### config.mk
export PLATFORM = sky130hd
export DESIGN_NAME = skt_cell
export DESIGN_NICKNAME = d
export VERILOG_FILES = /design/src/rtl/core/skt_pkg.sv /design/src/rtl/core/skt_cell.sv
export SDC_FILE = /design/constraint.sdc
export NUM_CORES = 1
export LEC_CHECK = 0
export ABC_AREA = 1
export BUFFER_PORTS_ARGS = -buffer_cell sky130_fd_sc_hd__buf_2
export CORE_AREA = 5 5 196 198
export CTS_CLUSTER_SIZE = 25
export DETAILED_ROUTE_END_ITERATION = 8
export DIE_AREA = 0 0 201 203
export HOLD_SLACK_MARGIN = 0.02
export PLACE_DENSITY_LB_ADDON = 0.1
export SLEW_MARGIN = 20
export SYNTH_ARGS = -nofsm -noshare
export SYNTH_HDL_FRONTEND = slang
export SYNTH_SLANG_ARGS = --single-unit
export TNS_END_PERCENT = 5
### constraint.sdc
create_clock -name clk_i -period 7.5 [get_ports clk_i]
set_clock_uncertainty 0.05 [all_clocks]
set_input_delay 1.125 -clock clk_i [delete_from_list [all_inputs] [get_ports clk_i]]
set_output_delay 1.125 -clock clk_i [all_outputs]
set_load 0.01 [all_outputs]
### src/rtl/core/skt_pkg.sv
// Shared constants and types for the sorted keyframe table.
`timescale 1ns / 1ps

package skt_pkg;

  localparam int TABLE_DEPTH = 16;
  localparam int TIME_WIDTH  = 32;
  localparam int TOL_WIDTH   = 32;
  localparam int VAL_WIDTH   = 32;
  localparam int FIELD_WIDTH = 5;
  localparam int CNT_WIDTH   = $clog2(TABLE_DEPTH + 1);
  localparam int DIFF_WIDTH  = (TIME_WIDTH > TOL_WIDTH) ? TIME_WIDTH : TOL_WIDTH;

  localparam logic MODE_INSERT = 1'b0;
  localparam logic MODE_QUERY  = 1'b1;

  localparam logic [TOL_WIDTH-1:0] TOL_RESET = TOL_WIDTH'(1);

  typedef struct packed {
    logic [TIME_WIDTH-1:0]       key_time;
    logic signed [VAL_WIDTH-1:0] value_x;
    logic signed [VAL_WIDTH-1:0] value_y;
    logic signed [VAL_WIDTH-1:0] value_z;
    logic signed [VAL_WIDTH-1:0] value_w;
  } entry_t;

  typedef struct packed {
    logic ins;        // insert beat this cycle
    logic occ;        // cell holds a stored key
    logic take_prev;  // left neighbor is at or past the insert point
  } cell_ctl_t;

endpackage

### src/rtl/core/skt_cell.sv
// One table cell: holds a keyframe, compares against the broadcast key, shifts right.
`timescale 1ns / 1ps

module skt_cell (
  input  logic                             clk_i,
  input  skt_pkg::cell_ctl_t               ctl_i,
  input  skt_pkg::entry_t                  new_i,
  input  logic [skt_pkg::TOL_WIDTH-1:0]    tol_i,
  input  skt_pkg::entry_t                  prev_i,
  output skt_pkg::entry_t                  entry_o,
  output logic                             take_o,
  output logic                             match_o
);

  skt_pkg::entry_t entry_q, entry_d;
  logic [skt_pkg::TIME_WIDTH-1:0] diff;

  // Free cells and cells holding a later time sit at or past the insert point.
  assign take_o = !ctl_i.occ || (entry_q.key_time > new_i.key_time);

  always_comb begin
    if (entry_q.key_time >= new_i.key_time) begin
      diff = entry_q.key_time - new_i.key_time;
    end else begin
      diff = new_i.key_time - entry_q.key_time;
    end
  end

  assign match_o = ctl_i.occ &&
                   (skt_pkg::DIFF_WIDTH'(diff) < skt_pkg::DIFF_WIDTH'(tol_i));

  always_comb begin
    priority if (ctl_i.ins && ctl_i.take_prev) begin
      entry_d = prev_i;
    end else if (ctl_i.ins && take_o) begin
      entry_d = new_i;
    end else begin
      entry_d = entry_q;
    end
  end

  always_ff @(posedge clk_i) begin
    entry_q <= entry_d;
  end

  assign entry_o = entry_q;

endmodule

# Word level (Yosys, flattened, before mapping)

Index checks and enable logic that the tools add are counted.

Memories kept: 0
Register bits after elaboration: 160
Input port bits: 356
Bits in read-only memories: 0
Memory bits (writable): 0
Logic and storage cells: 19
Latch bits: 0
Output and inout port bits: 162

Reduce and logical (&&, ||, !) cells: 6
Mux-type cells: 3
Equal/unequal tests: 0
Bitwise logic cells: 0
Shift operators: 0
$mul: 0
Magnitude comparators: 3
Add/subtract/negate cells: 2
Divide/modulo/power cells: 0

Operators by type and width:

| operator          | number |
|---|---|
| $mux 160          | 2 |
| $sub 32x32->32    | 2 |
| $ge 32x32->1      | 1 |
| $gt 32x32->1      | 1 |
| $lt 32x32->1      | 1 |
| $mux 32           | 1 |
| $logic_and 1x1->1 | 3 |
| $reduce_bool 2->1 | 1 |
| $logic_not 1->1   | 1 |
| $logic_or 1x1->1  | 1 |

# Longest topological paths before layout

Depth in word-level cells: 5
Mapped depth: 26
Depth with buffers taken out: 25

# Worst setup path before layout

No wires, ideal clock.

Path type: in2reg
Start point: input port new_i[128] (netlist bit)
End point: register entry_q (netlist bit entry_o[0]) (enable)
Path buffers: 0
Required time: 6.114 ns
Slack: 0.986 ns
Setup time: 1.336 ns
Arrival: 5.128 ns
Cell stages on the path: 15
Path through: ha_1 inv_1 fa_1 nand3_1 nand3_2 nand2_1 nand2_2 nand2_1 nand2_2 nand2_2 nand2_2 nand2_1 nand2_1 nand2_1 nand2_1

Word-level cells in the longest chain between the ends: 4

RTL lines:

| element                            | RTL line       | source |
|---|---|---|
| start: declaration                 | skt_cell.sv:7  | `input skt_pkg::entry_t new_i,` |
| $gt 32x32->1                       | skt_cell.sv:19 | `assign take_o = !ctl_i.occ \|\| (entry_q.key_time > new_i.key_time);` |
| $logic_or 1x1->1                   | skt_cell.sv:19 |  |
| via take_o                         | skt_cell.sv:11 | `output logic take_o,` |
| $logic_and 1x1->1                  | skt_cell.sv:35 | `end else if (ctl_i.ins && take_o) begin` |
| $reduce_bool 2->1 (no source line) | --             |  |
| end signal: assignment             | skt_cell.sv:43 | `entry_q <= entry_d;` |
| end: declaration                   | skt_cell.sv:15 | `skt_pkg::entry_t entry_q, entry_d;` |

The timed path passes the listed nets, and every way through them passes these cells.
A chain may end at the register's enable or synchronous reset.

# Worst setup path in the final report

Start point: input port new_i[128] (netlist bit)
End point: output port match_o

Word-level cells in the longest chain between the ends: 4
Elaborated cells on any way between the ends: 6
Classes of those cells: 2 x add/sub; 2 x order compare; 1 x mux; 1 x reduce/logical

RTL lines:

| element                                | RTL line       | source |
|---|---|---|
| $sub 32x32->32 (tied with other cells) | skt_cell.sv:25 | `diff = new_i.key_time - entry_q.key_time;` |
| $mux 32 (*)                            | skt_cell.sv:22 | `if (entry_q.key_time >= new_i.key_time) begin` |
| $lt 32x32->1 (*)                       | skt_cell.sv:30 | `(skt_pkg::DIFF_WIDTH'(diff) < skt_pkg::DIFF_WIDTH'(tol_i));` |
| $logic_and 1x1->1 (*)                  | skt_cell.sv:29 | `assign match_o = ctl_i.occ &&` |
| end: declaration                       | skt_cell.sv:12 | `output logic match_o` |

Mark *: on every way between the ends. The rest lies on a longest branch, timed or not.

==> results.yml <==
critical_path:
  crit_type: "in2out"
  worstPathRequired_ps: 6320
  cp-end-kind: "output pin"
  critical_path.startpoint_type: "input pin"
  worst-path-buf-inv: 4
  critical-path-top-delay-family: "simple AND/OR/NAND/NOR gates"
  critical-path-slowest-cell: "sky130_fd_sc_hd__fa_1"
  timing.critical_path.mode_cell: "sky130_fd_sc_hd__nand2_1"
  r2r_slack_ps: 3360
  crit_path_max_incr_delay_ps: 470
  path_max_fanout: 27
  worst-endpoint-arrival_ps: 4660
drt:
  route.final.wire_length_mm: 51.8
  route.antenna.remaining_nets: 0
  vias_per_cell: 4.71
  router_iterations_before_antenna_repair: 5
  routed-via-count: 12000
  avgRoutedWirePerCell_um: 20.4
  drt-initial-drc-count: 683
  drc_errors: 0
logic_synthesis:
  ys_seq_elements: 160
  post_synth_arst_share: 0
  post_synth_inst_count: 1549
  synth_area_leaders: "sky130_fd_sc_hd__edfxtp_1 (38%), sky130_fd_sc_hd__nand2_1 (13%), sky130_fd_sc_hd__mux2_2 (11%), sky130_fd_sc_hd__ha_1 (9.3%), sky130_fd_sc_hd__inv_1 (8.4%)"
  netlist.top_cell.by_area: "sky130_fd_sc_hd__edfxtp_1"
  yosysTopAreaCellShare: 0.380
  number_of_enable_type_register_cells_in_the_synthesized_netlist: 160
  synth_cell_type_count: 38
  netlist_top_cells_count: "sky130_fd_sc_hd__nand2_1 (452), sky130_fd_sc_hd__inv_1 (284), sky130_fd_sc_hd__edfxtp_1 (160)"
  netlist_area_before_placement_um2: 12700
  synthMostInstantiatedCell: "sky130_fd_sc_hd__nand2_1"
  yosysSeqAreaShare: 0.380
  postSynthNetCount: 2001
  postSynthAreaPerCell_um2: 8.17
  commonest_register_cell_after_synthesis: "sky130_fd_sc_hd__edfxtp_1"
  synth-warning-count: 0
clocking:
  cts.root.buffer_cell: "sky130_fd_sc_hd__clkbuf_16"
  cts_buffers: 17
  h_tree_depth: 4
  post_cts_resized: 0
  cts-hold-fix-buffers: 0
  cts.sinks: 160
  cts_buffer_depth: 2
  worst_skew_pair.late_latency_ps: 450
  post-cts-setup-buffer-count: 0
  clkTransAtPathRegs_ps: 60
  cts_tree: "built"
power_and_ir_drop:
  switching_power_uw: 1150
  comb_power_share: 0.366
  power.ir.vdd_worst_uv: 185
  pwr_density_cell_nw_per_um2: 198
  power_leakage_uw: 0.00855
  seq_power_share: 0.351
  share_clk_of_total_power: 0.283
  sw_frac_of_total: 0.358
  internal_power_uw: 2060
place:
  dp_slack_ps: 1630
  io_buffer_count: 517
  dpl.hpwl_mm: 44.6
  placed_cell_area_um2: 15600
  gp_congestion: 0.954
  post-place-cells: 2494
sta:
  slew-limit-headroom: 0.329
  final_period_minus_worst_setup_slack_ps: 5830
  finalCritPeriodShare: 0.778
  hold_viol_final: 0
  unrepaired_setup_endpoints_after_global_routing: "no"
  worstMarginPinSlew_ps: 1010
  fin_ws_ps: 1670
  fmax_ghz: 0.171
  maxSlewViolCount: 0
  fin_setup_tns_ps: 0
  report.final.setup_viol: 0
layout:
  final_cell_area_um2: 16200
  post_layout_nonfiller_instances: 2537
  layout-drive-gt1-share: 0.361
  area_growth_pct: 28.4
  largest_register_ff_count: 160
  final_nets: 2497
  post-route-util: 0.447
die:
  placement_rows: 70
  dieWidth_um: 201
  core_area_um2: 36300
  start_util: 0.348
  num_io_pins: 518
  design.die.area_um2: 40800
  die-height_um: 203
global_routing:
  overflow: 0
  first_global_vias: 12200
  grt_use_met2: 0.414
  grt_first_pass_wirelength_mm: 75.0
  track_usage: 0.245
  top_usage_layer: "met2"
  antenna_found_initial: 17
  grtUsageMet1: 0.299
  groute.layer.met3.usage: 0.0917
  maximum_number_of_pins_on_one_net_before_global_route_repair: 154
hold_path:
  worstHoldPathType: "in2reg"
run:
  max_cap_viol_count: 0
outcome:
  outcome: "completed"
cell type report:
cell class                      instances  area (µm²)
Clock inverter                         14         165
Sequential cell                       160        4800
Fill cell                            3783       20100
Inverter                              291        1090
Antenna cell                           11        27.5
Timing Repair Buffer                  520        2650
Tap cell                              468         586
Multi-Input combinational cell       1055        6490
Clock buffer                           18         429
cell usage in the layout (no fill, tap or decap), drive strengths merged, types with 2 or more instances in the layout:
cell type / instances
xor2: 15
o21bai: 3
nor2: 112
diode: 11
a21oi: 88
o211ai: 2
nand3b: 5
inv: 293
buf: 520
ha: 94
o21ai: 27
nand2: 472
bufinv: 3
xnor2: 13
clkinv: 9
nand3: 69
mux2: 128
nand4: 15
fa: 2
edfxtp: 160
nor3: 5
a21o: 2
clkbuf: 18
stage by stage:
step                      hold WS (ps)  total power (µW)
after floorplan                   1290              1900
after global placement            1380              2320
after detailed placement          1380              2330
after CTS                          897              3240
after global routing               910              3420
final                              927              3210
worst paths after layout:
kind,from,to,cells past startpoint
setup / recovery,new_i[128],match_o,27
hold / removal,prev_i[17],entry_o[17],2
setup reg to reg,entry_o[141],entry_o[126],14
hold reg to reg,entry_o[128],entry_o[148],8
power by group through the flow:
stage               registers [µW]  logic (µW)  clock network (µW)
detailed placement            1150        1180                   0
floorplan                     1200         699                   0
global placement              1140        1170                   0
finish                        1130        1170                 908
global route                  1140        1310                 967
CTS                           1130        1180                 930
layer usage:
| layer | part of all wire | vias to the layer above |
|---|---|---|
| met5 | 0.0017 | - |
| met3 | 0.083 | 55 |
| met4 | 0.015 | 16 |
| li1 | - | 5950 |
| met1 | 0.42 | 5568 |
| met2 | 0.48 | 363 |
kinds of logic (layout without fill, tap and decap cells):
logic type / count (synthesis) / count (layout) / share of synthesized area
AO/OA/AOI/OAI: 123 / 123 / 0.0562
XOR/XNOR: 28 / 28 / 0.0194
adder cells (fa/ha/maj): 96 / 96 / 0.0961
buffers and inverters: 334 / 843 / 0.108
flip-flops: 160 / 160 / 0.380
multiplexers: 128 / 128 / 0.114
other: 0 / 11 / 0
AND/OR/NAND/NOR: 680 / 680 / 0.226
(Power assumes the default switching activity.)
